===== config.mk =====
export PLATFORM = sky130hd
export DESIGN_NAME = positional_list_buffer_unit_flat
export DESIGN_NICKNAME = d
export VERILOG_FILES = /design/src/plb_pkg.sv /design/src/plb_in_if.sv /design/src/plb_out_if.sv /design/src/plb_store.sv /design/src/positional_list_buffer_unit.sv /design/src/flat_wrapper.sv
export SDC_FILE = /design/constraint.sdc
export NUM_CORES = 1
export LEC_CHECK = 0
export ABC_AREA = 0
export BUFFER_PORTS_ARGS = -buffer_cell sky130_fd_sc_hd__buf_2
export CORE_MARGIN = 1.5
export CORE_UTILIZATION = 60
export DETAILED_ROUTE_END_ITERATION = 8
export PLACE_DENSITY = 0.82
export SYNTH_ARGS = -nofsm -noshare
export SYNTH_HDL_FRONTEND = slang
export SYNTH_HIERARCHICAL = 1
export SYNTH_SLANG_ARGS = --single-unit

===== constraint.sdc =====
create_clock -name clk -period 6.3 [get_ports clk]
set_input_delay 0.315 -clock clk [delete_from_list [all_inputs] [get_ports clk]]
set_output_delay 0.315 -clock clk [all_outputs]
set_load 0.1 [all_outputs]

===== src/plb_pkg.sv =====
`timescale 1ns / 1ps

package plb_pkg;

  localparam int CAPACITY_DEF = 32;

  typedef enum logic [1:0] {
    CMD_ADD    = 2'd0,
    CMD_DELETE = 2'd1,
    CMD_GET    = 2'd2,
    CMD_PRINT  = 2'd3
  } cmd_t;

  typedef enum logic [1:0] {
    ST_OK      = 2'd0,
    ST_INVALID = 2'd1,
    ST_FULL    = 2'd2
  } status_t;

endpackage


===== src/plb_in_if.sv =====
`timescale 1ns / 1ps

interface plb_in_if;
  logic       valid;
  logic       ready;
  logic [1:0] cmd;
  logic [7:0] position;
  logic [7:0] char_in;

  modport source (output valid, cmd, position, char_in, input ready);
  modport sink (input valid, cmd, position, char_in, output ready);
endinterface


===== src/plb_out_if.sv =====
`timescale 1ns / 1ps

interface plb_out_if;
  logic       valid;
  logic       ready;
  logic [1:0] status;
  logic [7:0] char_out;
  logic       has_char;
  logic       last;

  modport source (output valid, status, char_out, has_char, last, input ready);
  modport sink (input valid, status, char_out, has_char, last, output ready);
endinterface


===== src/plb_store.sv =====
`timescale 1ns / 1ps

module plb_store #(
  parameter int DEPTH = 32,
  parameter int AW    = 5
) (
  input  logic          clk,
  input  logic          rd_en,
  input  logic [AW-1:0] rd_addr,
  output logic [7:0]    rd_data,
  input  logic          wr_en,
  input  logic [AW-1:0] wr_addr,
  input  logic [7:0]    wr_data
);

  logic [7:0] mem_r [DEPTH];
  logic [7:0] rd_data_r;

  always_ff @(posedge clk) begin
    if (wr_en) begin
      mem_r[wr_addr] <= wr_data;
    end
  end

  // hold read data until the next read
  always_ff @(posedge clk) begin
    if (rd_en) begin
      rd_data_r <= mem_r[rd_addr];
    end
  end

  assign rd_data = rd_data_r;

endmodule


===== src/positional_list_buffer_unit.sv =====
`timescale 1ns / 1ps
// Positional list buffer: an ordered list of up to CAPACITY bytes addressed
// by 1-based rank. Commands arrive as words on in_ch (cmd, position,
// char_in); results leave as words on out_ch (status, char_out, has_char,
// last). Every command gives at least one result word; the final one has
// last set. Print gives one word per stored byte, or a single empty word.
// One command is worked at a time; in_ch.ready is high only while idle.
// Entries live in a one-port-read, one-port-write memory with registered
// read data, and a single index counter walks it one entry per step:
//   add:    shifts entries at position and above up by one, then writes the byte
//   delete: shifts entries after position down by one, then shrinks the list
//   get:    reads the entry at position; errors and an empty print go straight to the result
//   print:  reads each byte and loads it into the output register in turn
// Each moved entry costs a memory read followed by a write. A result sits
// in an output register; the next command is accepted while it waits.
// When out_ch stalls, the sequencer holds until the register frees up.
// Reset (synchronous, rst_n low) empties the list and drops any pending
// result; memory contents are left as they are and never read unwritten.
module positional_list_buffer_unit
  import plb_pkg::*;
#(
  parameter int CAPACITY = CAPACITY_DEF
) (
  input  logic  clk,
  input  logic  rst_n,
  plb_in_if.sink    in_ch,
  plb_out_if.source out_ch
);

  localparam int AW = (CAPACITY > 1) ? $clog2(CAPACITY) : 1;
  localparam int CW = $clog2(CAPACITY + 1);
  localparam logic [CW-1:0] CAP_C = CW'(CAPACITY);

  typedef enum logic [8:0] {
    S_IDLE    = 9'b000000001,
    S_ADD_RD  = 9'b000000010,
    S_ADD_WR  = 9'b000000100,
    S_DEL_RD  = 9'b000001000,
    S_DEL_WR  = 9'b000010000,
    S_GET_RD  = 9'b000100000,
    S_PR_RD   = 9'b001000000,
    S_PR_OUT  = 9'b010000000,
    S_RESP    = 9'b100000000
  } state_t;

  state_t          state_r, state_nxt;
  logic [CW-1:0]   count_r, count_nxt;
  logic [AW-1:0]   idx_r, idx_nxt;
  logic [AW-1:0]   p0_r, p0_nxt;
  logic [7:0]      char_r;
  status_t         resp_status_r, resp_status_nxt;
  logic            resp_has_r, resp_has_nxt;

  logic            out_valid_r, out_valid_nxt;
  logic [1:0]      out_status_r;
  logic [7:0]      out_char_r;
  logic            out_has_r, out_last_r;
  logic            out_load;
  status_t         load_status;
  logic [7:0]      load_char;
  logic            load_has, load_last;

  logic            rd_en, wr_en;
  logic [AW-1:0]   rd_addr, wr_addr;
  logic [7:0]      rd_data, wr_data;

  logic            in_acc, slot_free;
  logic [8:0]      pos9, cnt9;
  logic [7:0]      pos_m1;
  logic            bad_add, bad_rd, is_full;
  logic [CW-1:0]   idx_inc;
  cmd_t            in_cmd;

  plb_store #(
    .DEPTH (CAPACITY),
    .AW    (AW)
  ) u_store (
    .clk     (clk),
    .rd_en   (rd_en),
    .rd_addr (rd_addr),
    .rd_data (rd_data),
    .wr_en   (wr_en),
    .wr_addr (wr_addr),
    .wr_data (wr_data)
  );

  assign in_ch.ready = (state_r == S_IDLE);
  assign in_acc      = in_ch.valid && in_ch.ready;
  assign in_cmd      = cmd_t'(in_ch.cmd);
  assign slot_free   = !out_valid_r || out_ch.ready;

  assign pos9    = {1'b0, in_ch.position};
  assign cnt9    = 9'(count_r);
  assign pos_m1  = in_ch.position - 8'd1;
  assign bad_add = (in_ch.position == 8'd0) || (pos9 > cnt9 + 9'd1);
  assign bad_rd  = (in_ch.position == 8'd0) || (pos9 > cnt9);
  assign is_full = (count_r == CAP_C);
  assign idx_inc = CW'(idx_r) + CW'(1);

  always_comb begin
    state_nxt       = state_r;
    count_nxt       = count_r;
    idx_nxt         = idx_r;
    p0_nxt          = p0_r;
    resp_status_nxt = resp_status_r;
    resp_has_nxt    = resp_has_r;
    rd_en           = 1'b0;
    rd_addr         = idx_r;
    wr_en           = 1'b0;
    wr_addr         = idx_r;
    wr_data         = rd_data;
    out_load        = 1'b0;
    load_status     = resp_status_r;
    load_char       = resp_has_r ? rd_data : 8'd0;
    load_has        = resp_has_r;
    load_last       = 1'b1;

    unique case (state_r)
      S_IDLE: begin
        if (in_acc) begin
          p0_nxt          = pos_m1[AW-1:0];
          resp_status_nxt = ST_OK;
          resp_has_nxt    = 1'b0;
          unique case (in_cmd)
            CMD_ADD: begin
              if (bad_add) begin
                resp_status_nxt = ST_INVALID;
                state_nxt       = S_RESP;
              end else if (is_full) begin
                resp_status_nxt = ST_FULL;
                state_nxt       = S_RESP;
              end else begin
                idx_nxt   = count_r[AW-1:0];
                state_nxt = S_ADD_RD;
              end
            end
            CMD_DELETE: begin
              if (bad_rd) begin
                resp_status_nxt = ST_INVALID;
                state_nxt       = S_RESP;
              end else begin
                idx_nxt   = pos_m1[AW-1:0];
                state_nxt = S_DEL_RD;
              end
            end
            CMD_GET: begin
              if (bad_rd) begin
                resp_status_nxt = ST_INVALID;
                state_nxt       = S_RESP;
              end else begin
                resp_has_nxt = 1'b1;
                state_nxt    = S_GET_RD;
              end
            end
            CMD_PRINT: begin
              idx_nxt   = '0;
              state_nxt = (count_r == '0) ? S_RESP : S_PR_RD;
            end
            default: state_nxt = S_IDLE;
          endcase
        end
      end
      S_ADD_RD: begin
        if (idx_r == p0_r) begin
          // drop the new byte into the opened slot
          wr_en     = 1'b1;
          wr_addr   = p0_r;
          wr_data   = char_r;
          count_nxt = count_r + CW'(1);
          state_nxt = S_RESP;
        end else begin
          rd_en     = 1'b1;
          rd_addr   = idx_r - AW'(1);
          state_nxt = S_ADD_WR;
        end
      end
      S_ADD_WR: begin
        wr_en     = 1'b1;
        idx_nxt   = idx_r - AW'(1);
        state_nxt = S_ADD_RD;
      end
      S_DEL_RD: begin
        if (idx_inc >= count_r) begin
          count_nxt = count_r - CW'(1);
          state_nxt = S_RESP;
        end else begin
          rd_en     = 1'b1;
          rd_addr   = idx_inc[AW-1:0];
          state_nxt = S_DEL_WR;
        end
      end
      S_DEL_WR: begin
        wr_en     = 1'b1;
        idx_nxt   = idx_inc[AW-1:0];
        state_nxt = S_DEL_RD;
      end
      S_GET_RD: begin
        rd_en     = 1'b1;
        rd_addr   = p0_r;
        state_nxt = S_RESP;
      end
      S_PR_RD: begin
        rd_en     = 1'b1;
        state_nxt = S_PR_OUT;
      end
      S_PR_OUT: begin
        load_status = ST_OK;
        load_char   = rd_data;
        load_has    = 1'b1;
        load_last   = (idx_inc == count_r);
        if (slot_free) begin
          out_load = 1'b1;
          if (load_last) begin
            state_nxt = S_IDLE;
          end else begin
            idx_nxt   = idx_inc[AW-1:0];
            state_nxt = S_PR_RD;
          end
        end
      end
      S_RESP: begin
        if (slot_free) begin
          out_load  = 1'b1;
          state_nxt = S_IDLE;
        end
      end
      default: state_nxt = S_IDLE;
    endcase
  end

  always_comb begin
    out_valid_nxt = out_valid_r;
    if (out_load) begin
      out_valid_nxt = 1'b1;
    end else if (out_ch.ready) begin
      out_valid_nxt = 1'b0;
    end
  end

  always_ff @(posedge clk) begin
    if (!rst_n) begin
      state_r     <= S_IDLE;
      count_r     <= '0;
      out_valid_r <= 1'b0;
    end else begin
      state_r     <= state_nxt;
      count_r     <= count_nxt;
      out_valid_r <= out_valid_nxt;
    end
  end

  always_ff @(posedge clk) begin
    idx_r         <= idx_nxt;
    p0_r          <= p0_nxt;
    resp_status_r <= resp_status_nxt;
    resp_has_r    <= resp_has_nxt;
    if (in_acc) begin
      char_r <= in_ch.char_in;
    end
    if (out_load) begin
      out_status_r <= load_status;
      out_char_r   <= load_char;
      out_has_r    <= load_has;
      out_last_r   <= load_last;
    end
  end

  assign out_ch.valid    = out_valid_r;
  assign out_ch.status   = out_status_r;
  assign out_ch.char_out = out_char_r;
  assign out_ch.has_char = out_has_r;
  assign out_ch.last     = out_last_r;

  a_count_bound: assert property (@(posedge clk) disable iff (!rst_n)
    count_r <= CAP_C)
    else $error("list count above capacity");

  a_add_shift_range: assert property (@(posedge clk) disable iff (!rst_n)
    (state_r == S_ADD_WR) |-> (idx_r > p0_r))
    else $error("add shift moved past the insert slot");

  a_del_shift_range: assert property (@(posedge clk) disable iff (!rst_n)
    (state_r == S_DEL_WR) |-> (idx_inc < count_r))
    else $error("delete shift read beyond the list end");

  a_count_change: assert property (@(posedge clk) disable iff (!rst_n)
    ($past(rst_n) && (count_r != $past(count_r))) |->
      ($past(state_r) == S_ADD_RD || $past(state_r) == S_DEL_RD))
    else $error("count changed outside an add or delete finish");

  a_print_no_accept: assert property (@(posedge clk) disable iff (!rst_n)
    (state_r == S_PR_OUT && !slot_free) |=> (state_r == S_PR_OUT))
    else $error("print advanced while output stalled");

endmodule

===== src/flat_wrapper.sv =====
// flat-port wrapper written by rule: the top's interface ports become plain ports
module positional_list_buffer_unit_flat import plb_pkg::*;
#(
  parameter int CAPACITY = CAPACITY_DEF
)
  (clk, rst_n, in_ch_valid, in_ch_cmd, in_ch_position, in_ch_char_in, in_ch_ready, out_ch_valid, out_ch_status, out_ch_char_out, out_ch_has_char, out_ch_last, out_ch_ready);
  plb_in_if in_ch_i ();
  plb_out_if out_ch_i ();
  input  logic clk;
  input  logic rst_n;
  input wire logic [$bits(in_ch_i.valid)-1:0] in_ch_valid;
  input wire logic [$bits(in_ch_i.cmd)-1:0] in_ch_cmd;
  input wire logic [$bits(in_ch_i.position)-1:0] in_ch_position;
  input wire logic [$bits(in_ch_i.char_in)-1:0] in_ch_char_in;
  output wire logic [$bits(in_ch_i.ready)-1:0] in_ch_ready;
  output wire logic [$bits(out_ch_i.valid)-1:0] out_ch_valid;
  output wire logic [$bits(out_ch_i.status)-1:0] out_ch_status;
  output wire logic [$bits(out_ch_i.char_out)-1:0] out_ch_char_out;
  output wire logic [$bits(out_ch_i.has_char)-1:0] out_ch_has_char;
  output wire logic [$bits(out_ch_i.last)-1:0] out_ch_last;
  input wire logic [$bits(out_ch_i.ready)-1:0] out_ch_ready;
  assign in_ch_i.valid = in_ch_valid;
  assign in_ch_i.cmd = in_ch_cmd;
  assign in_ch_i.position = in_ch_position;
  assign in_ch_i.char_in = in_ch_char_in;
  assign in_ch_ready = in_ch_i.ready;
  assign out_ch_valid = out_ch_i.valid;
  assign out_ch_status = out_ch_i.status;
  assign out_ch_char_out = out_ch_i.char_out;
  assign out_ch_has_char = out_ch_i.has_char;
  assign out_ch_last = out_ch_i.last;
  assign out_ch_i.ready = out_ch_ready;
  positional_list_buffer_unit #(.CAPACITY(CAPACITY)) u_core (.clk(clk), .rst_n(rst_n), .in_ch(in_ch_i), .out_ch(out_ch_i));
endmodule

# Yosys cells after proc, flatten, opt, wreduce, memory -nomap -nowiden
# Memories as Yosys holds them, arrays and structs flattened. A register that Yosys moved wholly into a read port is not among the register bits.
# Index checks and enable logic that the tools add are counted.
# classes
n_addsub,6
order_cmp,3
n_eq_ne,25
mux,49
reduce_logical,19
# op_table
cell,count
$mux 9,10
$pmux 9 s9,1
$mux 5,10
$pmux 9 s4,1
$mux 8,4
$pmux 5 s3,2
$pmux 5 s4,1
$mux 6,2
$pmux 6 s2,1
$mux 1,11
$sub 5x1->5 const B,2
$eq 9x1->1 const B,1
$eq 9x2->1 const B,1
$eq 9x3->1 const B,1
$eq 9x4->1 const B,1
$eq 9x5->1 const B,1
$eq 9x6->1 const B,1
$eq 9x7->1 const B,1
$eq 9x8->1 const B,1
$eq 9x9->1 const B,1
$ne 3x3->1 const B,3
$gt 8x6->1,1
$gt 8x7->1,1
$logic_not 8->1,1
29 further kinds,42
# word_totals
reg_bits,49
ramBits,256
wordCells,115
memories,1
# mem_list
memory,depth,word_bits,rd,rd_clocked_by_memory_dff,wr,line,source
u_core.u_store.mem_r,32,8,1,1,1,plb_store.sv:16,logic [7:0] mem_r [DEPTH];

# Logic depth before layout (Yosys ltp)
# Gate-level depths: netlist of run 1.
# depth
word_depth,7
depth_mapped,17
mapped_depth_nobuf,14

# Hierarchy
# The synthesis of run 1 kept the hierarchy.
# by_module_without_submodules
mod,n_inst,cells_each,area_each_um2,seq_area_each_um2
plb_store,1,417,10133.5,7927.6
positional_list_buffer_unit,1,377,3577.2,1311.3

# Worst setup path after synthesis of run 1
# Ideal clock, no wire load.
# synth_timing
path_kind,flip-flop to flip-flop
startpoint,register u_core.idx_r[2]
endpoint,"register u_core.u_store.rd_data_r[0] (netlist: u_core/u_store/rd_data[0]) (read register of u_core.u_store.mem_r), data pin"
setup_ns,0.260
arrival_time_ns,4.174
slack_ns,1.867
path_stages_with_launch,18
path_buffers,4
cell_sequence,edfxtp_1 -> buf_1 -> nand3_1 -> xor2_1 -> inv_1 -> ha_1 -> a211oi_1 -> nor2_1 -> a211o_1 -> or2_1 -> buf_6 -> nor3b_2 -> a211o_1 -> clkbuf_1 -> clkbuf_1 -> mux4_2 -> mux4_2 -> mux2_2
# synth_via
elab_chain_cells,4
word_cells_on_any_way,10
cone_classes,add/sub (2); order compare (1); eq/ne (1); mux (6)
# synth_lines
item,line,source
start: declaration,positional_list_buffer_unit.sv:48,"logic [AW-1:0] idx_r, idx_nxt;"
start signal: assignment,positional_list_buffer_unit.sv:253,idx_r <= idx_nxt;
$add 5x1->6,positional_list_buffer_unit.sv:98,assign idx_inc = CW'(idx_r) + CW'(1);
$ge 6x6->1,positional_list_buffer_unit.sv:183,if (idx_inc >= count_r) begin
$mux 5,positional_list_buffer_unit.sv:183,
$pmux 5 s3 (*),positional_list_buffer_unit.sv:118,unique case (state_r)
net u_core.rd_addr[2],positional_list_buffer_unit.sv:64,"logic [AW-1:0] rd_addr, wr_addr;"
end: declaration,plb_store.sv:17,logic [7:0] rd_data_r;
# The timed path passes the listed nets; every way through them passes the cells marked *.
# A chain may end at the register's enable or synchronous reset.

# Final worst setup path of run 1
# layout_timing
startpoint,register u_core.idx_r[0]
endpoint,"register u_core.u_store.rd_data_r[0] (netlist: u_core/u_store/rd_data[0]) (read register of u_core.u_store.mem_r), data pin"
# Same word-level chain as after synthesis.

==> out/results.ini, run 1 <==
[run_status]
status = completed

[grt]
grt_first_pass_wirelength_mm = 46.6
grt_use_total = 0.266
grtUsageMet3 = 0.0538
antenna_found_initial = 0
grt_busiest_layer = met2
grt_max_degree = 48
grt_pass1_vias = 7567
grt_overflow = 0
use_met1 = 0.363
use_met2 = 0.438

[die]
ios = 36
floorplan.rows = 55
floorplan.initialDensity = 0.609
die_h_microns = 154
core-area_sq_um = 22500
dieArea_sq_um = 23800
die_x_microns = 154

[clock_network]
cts_buffers = 30
htree_levels = 1
post_cts_buffers = 0
cts_tree = built
cts.sinks = 313
clkTransAtPathRegs_ns = 0.06
clockBufferDepth = 3
insertion_delay_ns = 0.55
cts-root-buf = clkbuf_16
ctsResizeCount = 0
ctsHoldBuffers = 9

[setup_path]
crit_required_ns = 6.60
critPathLaunchType = flop
slowest_delay_ns = 0.63
worstPathMaxFanout = 47
cpMaxStageDelayCell = edfxtp_1
critical_path_class = flop to flop
worstPathCellList = ha_1 > nand3_1 > xor2_1 > inv_1 > ha_1 > a211oi_1 > nor2_1 > a211o_1 > or2_1 > a21oi_1 > a221o_4 > buf_12 > mux4_2 > mux4_2 > mux2_2
critical_path.endpoint_type = flop
cp.arrival_ns = 5.58

[placed_design]
place_area_sq_um = 14100
routabilityCongestion = 0.859
place_hpwl_mm = 19.1
dp_slack_ns = 1.15
portBuffers = 35

[cells_and_area]
final_area_sq_um = 15100
utilization = 0.673
nFillCells = 1413
nets = 888
antennaDiodeCount = 0
syn_to_final_growth_pct = 10.4
drive_above_1_share = 0.228

[logic_synthesis]
ys_warn_count = 6
async_reset_ff_frac = 0
post_synth.cell_area_avg_sq_um = 17.3
synthCells = 794
ys_types = 60
yosysSeqAreaShare = 0.674
ys_ff_latch = 313
synth_top_area_cell = edfxtp_1
syn-cell-area_sq_um = 13700
syn-num-nets = 851
synth_edf_count = 297
synthFlopType = edfxtp_1
yosysMostFrequentCell = edfxtp_1
synthTopCellsByArea = edfxtp_1 65%, mux4_2 13%, ha_1 3.1%, dfxtp_1 2.3%, nor2_1 1.6%
yosys.area.top_type_share = 0.650
synth_common_cells = 297 x edfxtp_1, 80 x mux4_2, 57 x nor2_1, 34 x ha_1

[route]
wl_per_cell_microns = 26.9
vias = 7582
drt_iter0_markers = 796
drc_errors = 0
ant_nets = 0
drt_pass1_iterations = 5
routed_wl_mm = 30.7
drt-vias-per-instance = 6.65

[timing]
setup_ws_ns = 1.02
slew_viol_final = 0
setup_viol = 0
tightest_slew_ns = 1.17
rsz0062_at_grt = no
fmax_mhz = 189
fin_tns_setup_ns = 0
slew_headroom = 0.212
min_period_over_period = 0.838
fin_skew_ns = 0.00901
period_needed_ns = 5.28
hold_viol = 0

[power_and_ir_drop]
p_leak_nw = 4.96
vdd_drop_max_mv = 0.214
p_per_area_nw_per_um2 = 323

[min_path]
hold_class = input pin to flop

[flow_run]
max_cap_violations = 0

## report_power, final
part	internal, W	leakage [nW]	switching, W	total, W
combinational	0.000385	1.68	0.000431	0.000816
clock	0.000984	0.470	0.000756	0.00174
sequential	0.00230	2.81	0.0000411	0.00234
total	0.00367	4.96	0.00123	0.00489
## path summary, 6_finish.rpt
kind / start / endpoint / slack (ns) / cells after the start
max: u_core/idx_r[0]$_DFFE_PP_ / u_core/u_store/rd_data[0]$_DFFE_PP_ / 1.02 / 15
min: in_ch_valid / u_core/state_r[5]$_SDFFE_PN0P_ / 0.10 / 2
max reg2reg: u_core/idx_r[0]$_DFFE_PP_ / u_core/u_store/rd_data[0]$_DFFE_PP_ / 1.02 / 15
min reg2reg: u_core/resp_status_r[0]$_DFFE_PP_ / u_core/out_ch.status[0]$_SDFFCE_PP0P_ / 0.52 / 1
## cell families after synthesis
logic type      count (synthesis)  synth area share
compound gates                 73            0.0351
xor+xnor                       28            0.0179
fa+ha+maj                      35            0.0325
buf+inv                        67            0.0232
flops                         313             0.674
mux                           101             0.148
simple gates                  177            0.0693
## per-layer routing
metal / share of wire / routed length (microns) / vias to the layer above
met2: 0.49 / 15000 / 490
met5: 0 / 0 / -
met3: 0.095 / 2930 / 75
li1: - / - / 3222
met4: 0.027 / 829 / 0
met1: 0.39 / 11900 / 3795
## through the flow
stage                     instances  hold WS, ns  power, W
after floorplan                 794        0.377   0.00299
after global placement         1075        0.495   0.00314
after detailed placement       1075        0.495   0.00317
after CTS                      1140       0.0819   0.00491
after global routing           1140       0.0976   0.00504
final                          1140        0.105   0.00489
## layout by cell type (no fill, tap or decap), types with 6 or more instances in the layout
| cell type | n |
|---|---|
| edfxtp_1 | 297 |
| mux4_2 | 80 |
| nor2_1 | 57 |
| buf_2 | 35 |
| ha_1 | 34 |
| clkbuf_16 | 31 |
| inv_1 | 22 |
| nand2_1 | 22 |
| a21oi_1 | 20 |
| xnor2_1 | 16 |
| mux2_2 | 16 |
| dfxtp_1 | 16 |
| nor2b_1 | 15 |
| nor3_1 | 15 |
| nand3_1 | 14 |
| xor2_1 | 12 |
| dlygate4sd3_1 | 9 |
| a211oi_1 | 9 |
| o21ai_0 | 9 |
| nand2b_1 | 7 |
| nand3b_1 | 7 |
| clkinv_1 | 6 |
| clkinv_2 | 6 |
## critical path: cells and delay by family (launching register included)
kind	cells	cell delay [ns]
AND/OR/NAND/NOR	3	0.55
buffers and inverters	2	0.49
flip-flops	1	0.63
multiplexers	3	1.42
adder cells (fa/ha/maj)	2	0.57
AO/OA/AOI/OAI	4	1.10
XOR/XNOR	1	0.23
## final cells by class
cell class	count	area (sq um)	share of cell area
inverters	23	86.3	0.00570
clock inverters	20	164	0.0108
clock buffers	36	795	0.0525
well taps	285	357	0.0236
repair buffers	49	328	0.0217
flip-flops and latches	313	9240	0.610
multi-input cells	414	4170	0.275
## flip-flops by register name, indices dropped and copies added (netlist names)
signal	count
u_core/out_ch.char_out	8
u_core/u_store/rd_data	8
u_core/idx_r	5
u_core/out_ch.valid	1
u_core/count_r	6
u_core/state_r	9
u_core/resp_has_r	1
u_core/out_ch.last	1
u_core/resp_status_r	2
u_core/p0_r	5
u_core/u_store/mem_r	256
u_core/out_ch.has_char	1
u_core/out_ch.status	2
u_core/char_r	8
Note: power is estimated with default switching activity, not from simulation.
==> inputs of run 2 (changes only) <==
==> constraint.sdc (replaced) <==
create_clock -name clk -period 5.2 [get_ports clk]
set_input_delay 0.26 -clock clk [delete_from_list [all_inputs] [get_ports clk]]
set_output_delay 0.26 -clock clk [all_outputs]
set_load 0.1 [all_outputs]
==> run 2 against run 1 <==
Power grew 28%. Clock skew up 0.0075 ns. First-iteration DRC count increased by 14%. Non-clock buffer count grew 21. Count of clock-buffer cells in the layout fell by 3. Critical path type unchanged. Largest power group unchanged.
==> out/results.ini, run 2 (synthesis gave the netlist of run 1 again) <==
[die]
floorplan.rows = 55
die_h_microns = 154
die_x_microns = 154
dieArea_sq_um = 23800
floorplan.initialDensity = 0.609
ios = 36
core-area_sq_um = 22500

[setup_path]
crit_end = u_core/u_store/rd_data[5]$_DFFE_PP_
critical_path.endpoint_type = flop
r2r_start = u_core/idx_r[0]$_DFFE_PP_
cp.arrival_ns = 5.26
r2r_slack_ns = 0.25
cp_top_family = multiplexers
startpoint = u_core/idx_r[0]$_DFFE_PP_
critPathLaunchType = flop
worstPathMaxFanout = 22
crit_cells = 15
r2r_cells = 15
crit_required_ns = 5.51
cpMaxStageDelayCell = mux4_2
slowest_delay_ns = 0.53
crit_buf_inv = 2
critical_path_class = flop to flop
timing.rr.end = u_core/u_store/rd_data[5]$_DFFE_PP_
worstPathCellList = ha_1 > nand3_1 > xor2_1 > inv_1 > ha_1 > o21ai_0 > nor2_1 > a211o_1 > or2_1 > nor3b_2 > a211o_2 > buf_4 > mux4_2 > mux4_2 > mux2_2

[grt]
grt_use_total = 0.288
grtUsageMet3 = 0.0496
grt_first_pass_wirelength_mm = 50.0
grt_pass1_vias = 7929
use_met2 = 0.481
grt_overflow = 0
grt_busiest_layer = met2
use_met1 = 0.390
antenna_found_initial = 1
grt_max_degree = 33

[route]
wl_per_cell_microns = 28.6
drt-vias-per-instance = 6.77
ant_nets = 0
drc_errors = 0
routed_wl_mm = 33.2
vias = 7863
drt_pass1_iterations = 5
drt_iter0_markers = 905

[timing]
min_period_over_period = 0.951
fmax_mhz = 202
fin_tns_setup_ns = 0
slew_headroom = 0.203
rsz0062_at_grt = no
fin_skew_ns = 0.0165
hold_viol = 0
slew_viol_final = 0
tightest_slew_ns = 1.19
period_needed_ns = 4.95
setup_viol = 0

[placed_design]
portBuffers = 35
routabilityCongestion = 0.838
place_hpwl_mm = 19.8

[clock_network]
cts_tree = built
insertion_delay_ns = 0.58
htree_levels = 1
cts_buffers = 30
cts-root-buf = clkbuf_16
clkTransAtPathRegs_ns = 0.07
cts.sinks = 313
clockBufferDepth = 3

[power_and_ir_drop]
p_per_area_nw_per_um2 = 405
power_w = 0.00627
p_leak_nw = 5.13
vdd_drop_max_mv = 0.245

[flow_run]
max_cap_violations = 0

[cells_and_area]
nets = 909
utilization = 0.687
antennaDiodeCount = 0
syn_to_final_growth_pct = 12.8
reg_top3 = u_core/u_store/mem_r x256, u_core/state_r x9
nFillCells = 1337
mostFrequentLayoutCells = 297 x edfxtp_1, 80 x mux4_2, 57 x nor2_1, 35 x buf_2, 34 x ha_1
drive_above_1_share = 0.251
max_flop_register = u_core/u_store/mem_r
largest_register_ffs = 256
layout_commonest_cell = edfxtp_1

[run_status]
status = completed

[min_path]
hold_class = input pin to flop

## run 2: cell count changes in the layout (fill, tap and decap cells not counted)
cell	previous run	this run
clkinv_16	0	1
clkinvlp_4	1	4
buf_12	2	4
buf_4	3	21
clkinv_2	6	3
clkinv_1	6	3
clkbuf_16	31	30
bufinv_16	2	7
dlygate4sd3_1	9	10
clkbuf_1	5	3
## run 2: timing repair
action                                 CTS  global route
gates resized for setup                  0             0
endpoints found under the hold margin   10             0
hold buffers                            10             0
buffers inserted                         0             0
## run 2: routing by layer
layer  part of all wire  up-vias  wire (microns)
li1                   -     3259               -
met1               0.36     3960           12100
met2               0.49      560           16400
met3               0.11       84            3640
met4              0.032        0            1060
met5                  0        -               0
## run 2: stage by stage
step	setup slack [ns]	cells	area, sq um	hold WS (ns)
after floorplan	0.767	794	13700	0.322
after global placement	0.451	1095	14300	0.440
after detailed placement	0.426	1095	14300	0.439
after CTS	0.316	1161	15500	0.0191
after global routing	0.0702	1161	15500	0.0500
final	0.255	1161	15500	0.0293
## run 2: report_power, final
group          leakage, nW  internal (W)  switching (W)  total, W
logic                 1.80      0.000493       0.000561   0.00105
registers             2.81       0.00278      0.0000315   0.00281
clock network        0.522       0.00142       0.000979   0.00240
## run 2: final cells by class
type | count | area, sq um | area share
clock buffers | 33 | 762 | 0.0493
clock inverters | 23 | 340 | 0.0220
inverters | 23 | 86.3 | 0.00558
multi-input cells | 414 | 4170 | 0.269
flip-flops and latches | 313 | 9240 | 0.597
well taps | 285 | 357 | 0.0231
repair buffers | 70 | 513 | 0.0332
## run 2: how the worst min path moves through the flow
stage                                start  slack, ns  depth (start not counted)                               end
after floorplan                      rst_n       0.32                          1    u_core/state_r[0]$_SDFFE_PN1P_
after CTS                     out_ch_ready       0.02                          3  u_core/out_ch.valid$_SDFFE_PN0P_
after global placement    in_ch_char_in[2]       0.44                          1        u_core/char_r[2]$_DFFE_PP_
final                         out_ch_ready       0.03                          3  u_core/out_ch.valid$_SDFFE_PN0P_
after global routing          out_ch_ready       0.05                          3  u_core/out_ch.valid$_SDFFE_PN0P_
after detailed placement  in_ch_char_in[2]       0.44                          1        u_core/char_r[2]$_DFFE_PP_
## run 2: worst register-to-register path, cell delays in order, from the launching register on
cell	delay, ns
edfxtp_1	0.41
ha_1	0.32
nand3_1	0.13
xor2_1	0.20
inv_1	0.09
ha_1	0.29
o21ai_0	0.19
nor2_1	0.06
a211o_1	0.24
or2_1	0.36
nor3b_2	0.24
a211o_2	0.48
buf_4	0.45
mux4_2	0.39
mux4_2	0.53
mux2_2	0.31
